File: src/sv/cpor_delay.sv
`default_nettype none

module cpor_delay #(
    parameter int W     = 8,
    parameter int DEPTH = 2
) (
    input  wire logic         clk,
    input  wire logic         en,
    input  wire logic [W-1:0] din,
    output logic      [W-1:0] dout
);

    logic [W-1:0] pipe_reg [DEPTH];

    // Shift the line on each advance
    always_ff @(posedge clk)
    begin
        if (en)
        begin
            pipe_reg[0] <= din;
            for (int i = 1; i < DEPTH; i++)
            begin
                pipe_reg[i] <= pipe_reg[i-1];
            end
        end
    end

    assign dout = pipe_reg[DEPTH-1];

endmodule

`default_nettype wire

File: config.mk
export PLATFORM = sky130hd
export DESIGN_NAME = cpor_delay
export DESIGN_NICKNAME = d
export VERILOG_FILES = /design/src/sv/cpor_delay.sv
export SDC_FILE = /design/constraint.sdc
export NUM_CORES = 1
export LEC_CHECK = 0
export BUFFER_PORTS_ARGS = -buffer_cell sky130_fd_sc_hd__buf_2
export CORE_AREA = 2 2 39 41
export DETAILED_ROUTE_END_ITERATION = 10
export DIE_AREA = 0 0 41 43
export PLACE_DENSITY = 0.73
export SETUP_SLACK_MARGIN = 0.05
export SYNTH_ARGS = -nofsm -noshare
export SYNTH_HDL_FRONTEND = slang
export SYNTH_SLANG_ARGS = --single-unit
File: constraint.sdc
create_clock -name clk -period 1.1 [get_ports clk]
set_clock_uncertainty 0.2 [all_clocks]
set_input_delay 0.22 -clock clk [delete_from_list [all_inputs] [get_ports clk]]
set_output_delay 0.22 -clock clk [all_outputs]
set_load 0.02 [all_outputs]
==> results of run 1 <==
==> final timing paths <==
| check | cells after the start | slack [ns] | endpoint |
|---|---|---|---|
| max | 1 | -0.12 | dout[2] |
| min | 2 | 0.12 | pipe_reg[0][14] |
| max reg2reg | 0 | 0.28 | pipe_reg[0][10] |
| min reg2reg | 0 | 0.23 | pipe_reg[0][9] |
==> cell usage after synthesis <==
library cell	count
buf_4	8
edfxtp_1	16
==> routing by layer <==
metal / share of wire, % / global-route usage [%] / wire, µm / vias to the layer above
met3: 9.1 / 1.57 / 57 / 0
met1: 36 / 9.45 / 225 / 107
met4: 0 / 8.00 / 0 / 0
met5: 0 / 0 / 0 / -
met2: 55 / 13.4 / 340 / 12
li1: - / - / - / 125
==> placed cells by master (no fill, tap or decap) <==
| master | n |
|---|---|
| buf_2 | 13 |
| edfxtp_1 | 16 |
| clkinv_1 | 1 |
| clkbuf_4 | 3 |
| buf_6 | 4 |
| dlygate4sd3_1 | 8 |
| buf_12 | 1 |
==> kinds of logic (layout without fill, tap and decap cells) <==
group    Yosys count  after routing  share of synthesized area (%)
flops             16             16                           88.9
buf+inv            8             30                           11.1
==> stage by stage <==
step | std cells | hold WS (ns) | instance area, µm²
2_1_floorplan | 24 | 0.119 | 541
3_3_place_gp | 50 | 0.198 | 606
3_5_place_dp | 50 | 0.199 | 606
4_1_cts | 62 | 0.104 | 712
5_1_grt | 62 | 0.117 | 737
6_report | 62 | 0.117 | 737
==> power by group <==
| part | switching, mW | internal, mW | total [mW] |
|---|---|---|---|
| clock | 0.159 | 0.131 | 0.290 |
| combinational | 0.0498 | 0.0603 | 0.110 |
| sequential | 0.0107 | 0.722 | 0.733 |
==> area by class of cell <==
class                 count  area (µm²)
fill                    115         647
sequential               16         480
timing repair buffer     26         210
clock buffer              3        22.5
tap                      16        20.0
clock inverter            1        3.75
==> what timing repair did <==
| action | in CTS | in global routing |
|---|---|---|
| gates resized for setup | 0 | 8 |
| hold buffers | 8 | 0 |
| pin swaps | 0 | 0 |
| endpoints found under the hold margin | 8 | 0 |
| endpoints found under the setup margin | 8 | 8 |
==> impl_metrics.toml, run 1 <==
[power_and_ir_drop]
p_per_area_mw_per_mm2 = 1540
p_total_mw = 1.13
leakage_nw = 0.290
irDropWorstVdd_v = 0.000925

[timing]
slew-limit-headroom_pct = 92.8
tightest_slew_ns = 0.109
max_freq_mhz = 820
post-route-period-util_pct = 111
hold_viol = 0
fin_crit_ns = 1.22
finalSetupTns_ns = -0.920
slew_viol_final = 0
layout_setup_ws_ns = -0.120
setup-violations-final = 8
rsz0062_at_grt = "yes"

[clock_network]
cts.sinks = 16
post_cts_buffers = 0
cts_made_buffers = 3
path_clk_slew_ns = 0.09
cts_root_buf = "clkbuf_4"
cts_tree = "built"
clock_latency_ns = 0.27
h-tree-depth = 1
clock_path_buffers = 2

[place]
io_buffer_count = 17
place_congestion = 0.603
dp_slack_ns = 0.133

[synth]
yosysSeqAreaShare_pct = 88.9
synth_top_area_share_pct = 88.9
syn_nets = 34
synth_warnings = 0
syn_inst = 24
yosysTopAreaCell = "edfxtp_1"
synth.distinct_cells = 2
syn_area_um2 = 541
avgSynthCellArea_um2 = 22.5
synth.area.top_cells = "edfxtp_1 (89%), buf_4 (11%)"
synth_seq_cells = 16

[floorplanning]
rows = 14
dieArea_mm2 = 0.00176
fp.dieH_um = 43
dieWidth_um = 41
io_pins = 18
coreArea_mm2 = 0.00138
initial_core_util_pct = 39.1

[status]
status = "finished, violations left"
failed_checks = "setup timing"

[worst_setup_path]
crit_path_end_kind = "output port"
required_ns = 0.68
crit_type = "reg2out"
worstSetupStartpoint = "pipe_reg[0][10]"
crit_fanout = 1
crit_path_max_incr_delay_ns = 0.37
startpoint_type = "flip-flop"
reg2reg_from = "pipe_reg[0][2]"
cp_data_arrival_time_ns = 0.80
crit_slowest_cell = "edfxtp_1"
path_delay_family = "flip-flops"
crit_chain = "buf_2"
worst-path-buf-inv = 1

[layout]
layout-drive-gt1-share_pct = 45.7
antenna_cells = 0
nets = 57
nMultiInputCombCells = 0
synthToLayoutAreaGrowth_pct = 36.3
multi_input_area_um2 = 0
utilization_pct = 53.3
largest_reg_flops = 16

[routing]
antenna_left = 0
drcViolationCount = 0
vias = 244
wl_um = 623
vias_per_cell = 3.94
dr.first_iter.drc_count = 1
first_pass_iters = 4
wl_per_cell_um = 10.0

[worst_hold_path]
hp-class = "in2reg"
hp-start = "en"

[global_routing]
gr-total-overflow = 0
grtUsageTotal_pct = 8.75
grt_pass1_vias = 239
grt_max_degree = 17
antenna_found_initial = 0
grt_pass1_wl_um = 952

[run]
max_cap_viol_count = 0
Note: power is estimated with default switching activity, not from simulation.
==> run 2: changes to the inputs <==
--- a/config.mk
+++ b/config.mk
@@ -11,6 +11,7 @@
 export DIE_AREA = 0 0 41 43
 export PLACE_DENSITY = 0.73
 export SETUP_SLACK_MARGIN = 0.05
+export SKIP_CTS_REPAIR_TIMING = 1
 export SYNTH_ARGS = -nofsm -noshare
 export SYNTH_HDL_FRONTEND = slang
 export SYNTH_SLANG_ARGS = --single-unit
==> impl_metrics.toml, run 2 (synthesized netlist as in run 1, its figures left out) <==
[status]
status = "finished, violations left"
failed_checks = "setup timing"

[worst_setup_path]
crit_slowest_cell = "edfxtp_1"
crit_fanout = 1
startpoint_type = "flip-flop"
worst-path-buf-inv = 1
required_ns = 0.68
path_delay_family = "flip-flops"
cp_data_arrival_time_ns = 0.81
crit_chain = "buf_2"
crit_path_max_incr_delay_ns = 0.37
crit_type = "reg2out"
reg2reg_from = "pipe_reg[0][3]"
worstSetupStartpoint = "pipe_reg[0][10]"
crit_path_end_kind = "output port"

[routing]
vias = 243
first_pass_iters = 1
dr.first_iter.drc_count = 0
wl_per_cell_um = 11.0
vias_per_cell = 3.92
wl_um = 679
antenna_left = 0
drcViolationCount = 0

[timing]
rsz0062_at_grt = "yes"
layout_setup_ws_ns = -0.130
slew-limit-headroom_pct = 92.8
fin_crit_ns = 1.23
post-route-period-util_pct = 112
tightest_slew_ns = 0.109
fin_hold_ws_ns = 0.109
hold_viol = 0
slew_viol_final = 0
max_freq_mhz = 813
setup-violations-final = 8

[clock_network]
path_clk_slew_ns = 0.09
cts_made_buffers = 3
cts.sinks = 16
h-tree-depth = 1
cts_tree = "built"
cts_root_buf = "clkbuf_4"
clock_latency_ns = 0.27
clock_path_buffers = 2

[worst_hold_path]
hp-class = "in2reg"
hp-start = "en"

[layout]
layout-drive-gt1-share_pct = 45.7
nMultiInputCombCells = 0
largest_reg_flops = 16
layout.cells.non_filler = 62
final_common_cell = "edfxtp_1"
most-common-layout-cells = "edfxtp_1 (16), buf_2 (13), dlygate4sd3_1 (8)"
synthToLayoutAreaGrowth_pct = 36.3
nets = 57
antenna_cells = 0
multi_input_area_um2 = 0

[floorplanning]
initial_core_util_pct = 39.1
dieArea_mm2 = 0.00176
rows = 14
dieWidth_um = 41
fp.dieH_um = 43
io_pins = 18
coreArea_mm2 = 0.00138

[global_routing]
grt_pass1_vias = 214
grt_pass1_wl_um = 869
gr-total-overflow = 0
antenna_found_initial = 0
grtUsageTotal_pct = 8.44
grt_max_degree = 17

[power_and_ir_drop]
leakage_nw = 0.290
irDropWorstVdd_v = 0.000946
p_per_area_mw_per_mm2 = 1560
p_total_mw = 1.15

[place]
io_buffer_count = 17
dp_cells = 50
place_congestion = 0.603

[run]
max_cap_viol_count = 0
## run 2: area by class of cell
cell class,count,area [µm²]
tap,16,20.0
clock buffer,3,22.5
sequential,16,480
timing repair buffer,26,210
fill,115,647
clock inverter,1,3.75
## run 2: final timing paths
check,cells past startpoint,slack (ns),endpoint
worst max-delay path,1,-0.13,dout[2]
worst min register to register,0,0.23,pipe_reg[0][9]
worst min-delay path,2,0.11,pipe_reg[0][14]
worst max register to register,0,0.28,pipe_reg[0][11]
## run 2: routing by layer
metal	vias up	wire, µm	GRT usage, %
li1	125	-	-
met1	106	244	8.73
met2	12	376	11.3
met3	0	57	1.57
met4	0	0	12.0
met5	-	0	0
## run 2: through the flow
stage / instance area, µm² / utilization (%) / worst slack (ns) / setup TNS (ns)
5_1_grt: 737 / 53.3 / -0.185 / -1.35
3_5_place_dp: 606 / 43.8 / 0.133 / 0
3_3_place_gp: 606 / 43.8 / 0.143 / 0
6_report: 737 / 53.3 / -0.130 / -0.995
4_1_cts: 632 / 45.7 / -0.152 / -1.08
2_1_floorplan: 541 / - / 0.190 / 0
## run 2: report_power, final
| group | leakage (nW) | switching, mW | internal [mW] |
|---|---|---|---|
| clock | 0.0154 | 0.172 | 0.131 |
| combinational | 0.118 | 0.0500 | 0.0604 |
| sequential | 0.157 | 0.0108 | 0.722 |
| total | 0.290 | 0.233 | 0.914 |
