==> config.mk <==
export PLATFORM = sky130hd
export DESIGN_NAME = cpor_sqrt
export DESIGN_NICKNAME = d
export VERILOG_FILES = /design/src/sv/cpor_pkg.sv /design/src/sv/cpor_sqrt.sv
export SDC_FILE = /design/constraint.sdc
export NUM_CORES = 2
export LEC_CHECK = 0
export BUFFER_PORTS_ARGS = -buffer_cell sky130_fd_sc_hd__buf_2
export CORE_MARGIN = 2
export CORE_UTILIZATION = 50
export CTS_CLUSTER_DIAMETER = 30
export DETAILED_ROUTE_END_ITERATION = 8
export GPL_TIMING_DRIVEN = 0
export MAX_ROUTING_LAYER = met4
export PLACE_DENSITY = 0.65
export SLEW_MARGIN = 40
export SYNTH_ARGS = -nofsm -noshare
export SYNTH_HDL_FRONTEND = slang
export SYNTH_SLANG_ARGS = --single-unit
==> constraint.sdc <==
create_clock -name clk -period 4.3 [get_ports clk]
set_input_delay 0.86 -clock clk [delete_from_list [all_inputs] [get_ports clk]]
set_output_delay 0.86 -clock clk [all_outputs]
set_load 0.05 [all_outputs]
==> src/sv/cpor_pkg.sv <==
`default_nettype none

package cpor_pkg;

    // Field widths
    localparam int POS_W   = 32;
    localparam int RAD_W   = 31;
    localparam int MASS_W  = 32;
    localparam int D2_W    = 64;
    localparam int DIST_W  = 32;
    localparam int MSUM_W  = 33;
    localparam int SHARE_W = 48;   // other mass * 2^16 / mass sum stays below 2^48
    localparam int SNUM_W  = MASS_W + 16;
    localparam int UNUM_W  = DIST_W + 30;
    localparam int UNIT_W  = 51;   // dist >= 2072 keeps |d| * 2^30 / dist below 2^51
    localparam int PUSH_W  = 64;
    localparam int MOVE_W  = 34;

    // Arithmetic constants
    localparam logic [D2_W-1:0]   DIST2_FLOOR = 64'd4294967;
    localparam logic [DIST_W-1:0] DIST_MIN    = 32'd2072;
    localparam logic [MOVE_W-1:0] MOVE_CAP    = 34'h2_0000_0000;

    // Stage counts
    localparam int FRONT_LAT     = 4;
    localparam int SQRT_LAT      = 32;
    localparam int SHARE_DIV_LAT = SNUM_W;
    localparam int UNIT_DIV_LAT  = UNUM_W;
    localparam int PUSH_LAT      = 2;
    localparam int MOVE_LAT      = 4;
    localparam int OUT_LAT       = 1;
    localparam int PUSH_DLY      = UNIT_DIV_LAT - SHARE_DIV_LAT - PUSH_LAT;
    localparam int SIDE_DLY      = UNIT_DIV_LAT + MOVE_LAT;
    localparam int PIPE_LAT      = FRONT_LAT + SQRT_LAT + UNIT_DIV_LAT + MOVE_LAT + OUT_LAT;

    // Input beat, first field in the lowest bits
    typedef struct packed {
        logic              second_fixed;
        logic              first_fixed;
        logic [MASS_W-1:0] second_mass;
        logic [MASS_W-1:0] first_mass;
        logic [RAD_W-1:0]  second_radius;
        logic [RAD_W-1:0]  first_radius;
        logic [POS_W-1:0]  second_y;
        logic [POS_W-1:0]  second_x;
        logic [POS_W-1:0]  first_y;
        logic [POS_W-1:0]  first_x;
    } in_t;

    // Values carried to the output stage
    typedef struct packed {
        logic [POS_W-1:0] ax;
        logic [POS_W-1:0] ay;
        logic [POS_W-1:0] bx;
        logic [POS_W-1:0] by;
        logic             neg_x;
        logic             neg_y;
        logic             hit;
    } side_t;

    // Front-end results that feed the dividers
    typedef struct packed {
        side_t             side;
        logic [DIST_W-1:0] rs;
        logic [DIST_W-1:0] mx;
        logic [DIST_W-1:0] my;
        logic [MSUM_W-1:0] msum;
        logic [MASS_W-1:0] ma;
        logic [MASS_W-1:0] mb;
        logic              ok_a;
        logic              ok_b;
    } mid_t;

    typedef struct packed {
        logic [DIST_W-1:0] ovl;
        logic              ok_a;
        logic              ok_b;
    } ovl_t;

endpackage

`default_nettype wire

==> src/sv/cpor_sqrt.sv <==
`default_nettype none

module cpor_sqrt (
    input  wire logic                          clk,
    input  wire logic                          en,
    input  wire logic [cpor_pkg::D2_W-1:0]     d2,
    output logic      [cpor_pkg::DIST_W-1:0]   distance
);

    localparam int N = cpor_pkg::SQRT_LAT;

    logic [63:0] v_reg [N];
    logic [63:0] r_reg [N];
    logic [63:0] v_next [N];
    logic [63:0] r_next [N];

    // One result bit per stage, bit weight falls by four each stage
    always_comb
    begin
        logic [63:0] v_in;
        logic [63:0] r_in;
        logic [63:0] bit_w;
        logic [63:0] trial;
        for (int k = 0; k < N; k++)
        begin
            v_in  = (k == 0) ? d2 : v_reg[k-1];
            r_in  = (k == 0) ? 64'd0 : r_reg[k-1];
            bit_w = 64'd1 << (62 - 2 * k);
            trial = r_in + bit_w;
            if (v_in >= trial)
            begin
                v_next[k] = v_in - trial;
                r_next[k] = (r_in >> 1) + bit_w;
            end
            else
            begin
                v_next[k] = v_in;
                r_next[k] = r_in >> 1;
            end
        end
    end

    always_ff @(posedge clk)
    begin
        if (en)
        begin
            for (int k = 0; k < N; k++)
            begin
                v_reg[k] <= v_next[k];
                r_reg[k] <= r_next[k];
            end
        end
    end

    assign distance = r_reg[N-1][cpor_pkg::DIST_W-1:0];

endmodule

`default_nettype wire

==> results.md <==
| Group | Item | Reported |
| --- | --- | --- |
| outcome | Outcome | completed |
| cts | Clock tree buffer depth | 4 |
| cts | CTS clk-pin slew, worst paths | 0.06 ns |
| die | IO Pins | 98 |
| timing | Slew @ Worst Pin | 0.8876 ns |
| power and ir drop | Leakage power of the design | 0.05457 µW |
| detailed routing | DRC violation total after the first TritonRoute iteration | 7,909 |
| power and ir drop | Proportion of power drawn by the clock network | 0.438 |
| detailed routing | Wire per inst | 22.61 µm |
| timing | Normalized max-slew margin | 0.4028 |
| worst setup path | CP startpoint | v_reg[1][42] |
| worst setup path | Required time of the critical path | 5.09 ns |
| power and ir drop | Fraction of power consumed by combinational cells | 0.177 |
| synth | Synthesized netlist net count | 10.18k |
| die | Die Ht | 493.7 µm |
| final layout | Final Instance Count excl. Fillers | 13.84k |
| worst setup path | R2R Path End | v_reg[1][122] |
| detailed routing | DRC errors left | 0 |
| place | Placed cell count | 12.85k |
| timing | Final Slew Violations | 0 |
| synth | Distinct cell type count after synthesis | 87 |
| final layout | Area growth syn-to-layout | 19.68% |
| die | Standard-cell row count | 179 |
| worst setup path | Worst Setup End Kind | register |
| place | Port Buffers | 97 |
| synth | Async set-reset flop share out of synthesis | 0 |
| worst setup path | Critical path peak fanout | 10 |
| detailed routing | Ratio of routed vias to standard cells | 5.728 |
| timing | Final worst hold slack | 0.09624 ns |
| place | Placed inst area | 0.1252 mm² |
| synth | Post-synth top area cell | sky130_fd_sc_hd__edfxtp_1 |
| flow run | Max Cap Violations | 0 |
| power and ir drop | Switching Power | 25,270 µW |
| cts | CTS HTree Levels | 5 |
| synth | Summed instance area of the synthesized netlist | 0.1199 mm² |
| power and ir drop | Worst VDD drop | 465.3 µV |
| grt | Largest net degree at the start of global routing | 120 |
| power and ir drop | Power share of the sequential group | 0.385 |
| detailed routing | Routed via count | 79.25k |
| grt | Number of antenna violations at the first check in global routing | 26 |
| power and ir drop | Switching part of the total | 0.2869 |
| place | Half-perimeter wire length after detailed placement | 234.0 mm |
| detailed routing | ANT nets after route | 0 |
| worst setup path | Signal arrival time at the worst endpoint | 5.00 ns |
| worst setup path | Type of the worst setup path | register to register |
| grt | Global route total overflow | 0 |
| synth | Register bit total from synthesis | 2,512 |
| die | Starting density of the core | 0.5037 |
| die | Die area | 0.2438 mm² |
| final layout | Final core utilization | 0.6028 |
| timing | Total Neg Setup Slack | 0 ns |
| worst setup path | Launch point of the worst reg-to-reg path | v_reg[1][42] |
| die | Area of the core | 0.2381 mm² |
| timing | Worst setup skew after layout | 0.1152 ns |
| die | Floorplan die width | 493.7 µm |
| cts | Clock sink count | 2,512 |
| synth | Share of synthesized area occupied by flip-flops and latches | 0.6291 |
| timing | Clock period minus worst slack | 4.210 ns |
| synth | Post-Syn Area per Cell | 12.55 µm² |
| worst setup path | Reg-to-reg slack, setup | 0.09 ns |
| final layout | Post-Layout Inst Area | 0.1435 mm² |
| synth | Proportion of netlist area held by the largest area contributor | 0.6291 |
| place | RD Place Congestion | 0.9398 |
| power and ir drop | Cell Int Power | 62,780 µW |
| grt | Global-route wire length before repair | 466.9 mm |
| final layout | Flip-flop count of the largest register after layout | 1,984 |
| detailed routing | WL final | 312.9 mm |
| cts | Clk Latency, worst-skew pair | 1.01 ns |
| cts | Total CTS buffers | 495 |
| timing | Hold violation total from the final report | 0 |
| grt | Vias in the first global route | 76.61k |
| timing | Number of setup violations in the final report | 0 |
| synth | Number of enable flip-flop cells after synthesis | 2,512 |
| synth | Top flip-flop cell by instance count after synthesis | sky130_fd_sc_hd__edfxtp_1 |
| cts | Cell at the root of the clock tree | sky130_fd_sc_hd__clkbuf_16 |
| synth | Number of warnings printed during yosys synthesis | 0 |
| final layout | NumNets Final | 10.87k |
| worst setup path | Endpoint of the most critical setup path | v_reg[1][122] |
| power and ir drop | PwrDens | 613.5 mW/mm² |
| synth | List of most frequent post-synthesis cells | sky130_fd_sc_hd__edfxtp_1 (2,512), sky130_fd_sc_hd__inv_1 (699), sky130_fd_sc_hd__nor2_1 (663) |
| timing | Max Clk Rate | 0.2375 GHz |
| worst setup path | Worst r2r path cells | 12 |
| min path | Worst min path class | primary input to register |
| timing | Share of the clock period used by the worst path | 0.9790 |
| detailed routing | Drt first pass iters | 6 |
| synth | Most common cell in the synthesized netlist | sky130_fd_sc_hd__edfxtp_1 |
| synth | Gate count of the mapped netlist | 9,558 |
| worst setup path | Startpoint type of the worst setup path | register |
| grt | Total track usage | 0.2589 |
| final layout | Share of post-route cells with drive strength above 1 | 0.1183 |
| final layout | Number of fillers in the final layout | 18.42k |
| cts | Clock tree from TritonCTS | yes |
| synth | Leading post-synthesis cells by cell area | sky130_fd_sc_hd__edfxtp_1 (63%), sky130_fd_sc_hd__ha_1 (5.8%), sky130_fd_sc_hd__xor2_1 (3.3%), sky130_fd_sc_hd__xnor2_1 (3.1%), sky130_fd_sc_hd__a21oi_1 (2.6%) |
[power by group through the flow]
stage               sequential, µW  combinational, µW  clock, µW
floorplan                    33000              11000          0
global placement             36200              14900          0
detailed placement           34300              15100          0
CTS                          33900              15300      39200
global route                 34200              17200      40400
finish                       33900              15600      38600
[cell families (layout without fill, tap and decap cells)]
| family | after synthesis | count (layout) | share of synthesized area |
|---|---|---|---|
| and+or+nand+nor | 2830 | 2830 | 0.1201 |
| DFF | 2512 | 2512 | 0.6291 |
| AOI/OAI and AO/OA | 1796 | 1796 | 0.09232 |
| buffers and inverters | 898 | 2001 | 0.02817 |
| xor gates and xnor gates | 876 | 876 | 0.06398 |
| adders and majority gates | 558 | 558 | 0.05822 |
| muxes | 88 | 88 | 0.008191 |
| other | 0 | 9 | 0 |
[metal layers]
metal  GRT usage  part of all wire
met1      0.3616              0.45
met2      0.3960              0.46
met3     0.04236             0.064
met4     0.06656             0.022
met5           -                 0
[cell usage in the layout (no fill, tap or decap), types with 32 or more instances in the layout]
cell / instances
sky130_fd_sc_hd__and3_1: 33
sky130_fd_sc_hd__or2_2: 32
sky130_fd_sc_hd__nor2_1: 661
sky130_fd_sc_hd__inv_6: 67
sky130_fd_sc_hd__clkbuf_16: 498
sky130_fd_sc_hd__o21a_1: 89
sky130_fd_sc_hd__buf_2: 104
sky130_fd_sc_hd__nand2b_1: 109
sky130_fd_sc_hd__clkinv_1: 38
sky130_fd_sc_hd__o31ai_1: 49
sky130_fd_sc_hd__xor2_1: 448
sky130_fd_sc_hd__o211ai_1: 38
sky130_fd_sc_hd__a21oi_1: 611
sky130_fd_sc_hd__nand2_1: 649
sky130_fd_sc_hd__nand3_1: 141
sky130_fd_sc_hd__edfxtp_1: 2512
sky130_fd_sc_hd__inv_1: 699
sky130_fd_sc_hd__clkinv_4: 57
sky130_fd_sc_hd__ha_1: 558
sky130_fd_sc_hd__o21ai_0: 422
sky130_fd_sc_hd__or4_1: 66
sky130_fd_sc_hd__a31oi_1: 39
sky130_fd_sc_hd__clkinv_2: 59
sky130_fd_sc_hd__clkinvlp_4: 70
sky130_fd_sc_hd__a21o_1: 219
sky130_fd_sc_hd__nor4b_1: 49
sky130_fd_sc_hd__xnor2_1: 428
sky130_fd_sc_hd__mux2_2: 81
sky130_fd_sc_hd__or3_1: 98
sky130_fd_sc_hd__bufinv_16: 66
sky130_fd_sc_hd__a211oi_1: 42
sky130_fd_sc_hd__nand4_1: 172
sky130_fd_sc_hd__nor2b_1: 75
sky130_fd_sc_hd__nor4_1: 293
sky130_fd_sc_hd__clkbuf_1: 177
sky130_fd_sc_hd__dlygate4sd3_1: 60
sky130_fd_sc_hd__o21bai_1: 62
sky130_fd_sc_hd__nor3_1: 273
[what timing repair did]
| action | in CTS | in global routing |
|---|---|---|
| resized for setup | 61 | 73 |
| endpoints found under the hold margin | 60 | 0 |
| hold buffers | 60 | 0 |
| buffers inserted | 4 | 14 |
| setup endpoints to repair | 319 | 270 |
| pin swaps | 2 | 10 |
[worst max-delay path, cell delays in order, from the launching register on]
cell	delay [ns]
sky130_fd_sc_hd__edfxtp_1	0.49
sky130_fd_sc_hd__ha_1	0.32
sky130_fd_sc_hd__clkbuf_1	0.28
sky130_fd_sc_hd__and3_1	0.32
sky130_fd_sc_hd__nand3_1	0.15
sky130_fd_sc_hd__or4_1	0.61
sky130_fd_sc_hd__nor3_1	0.53
sky130_fd_sc_hd__nor2_1	0.13
sky130_fd_sc_hd__nand2b_1	0.16
sky130_fd_sc_hd__clkbuf_2	0.33
sky130_fd_sc_hd__o2111ai_1	0.23
sky130_fd_sc_hd__nor3_1	0.25
sky130_fd_sc_hd__xor2_1	0.25
[how the worst min path moves through the flow]
stage / slack (ns) / cells after the start / end / start
2_1_floorplan: 0.42 / 0 / v_reg[0][477] / v_reg[0][413]
3_3_place_gp: 0.43 / 0 / v_reg[1][3] / v_reg[0][963]
3_5_place_dp: 0.43 / 0 / v_reg[1][3] / v_reg[0][963]
4_1_cts: 0.02 / 1 / v_reg[0][15] / d2[15]
5_1_grt: 0.04 / 1 / v_reg[0][15] / d2[15]
6_report: 0.1 / 1 / v_reg[0][15] / d2[15]
[per-stage QoR]
stage                     total power [µW]  setup slack [ns]
final                                88050           0.09026
after global routing                 91760          -0.01163
after CTS                            88360          0.009787
after detailed placement             49370           -0.7608
after global placement               51040            -36.56
after floorplan                      44010            0.5675
[layout make-up]
type | instances | area, µm² | area share
plain buffers | 189 | 769.5 | 0.005362
repair buffers | 200 | 1908 | 0.01330
diodes | 9 | 22.52 | 0.0001569
clock inverters | 380 | 4491 | 0.03129
clock buffers | 529 | 12580 | 0.08765
inverters | 703 | 2640 | 0.01840
multi-input cells | 6148 | 41710 | 0.2906
flip-flops and latches | 2512 | 75430 | 0.5256
well taps | 3167 | 3963 | 0.02761
(Power assumes the default switching activity.)
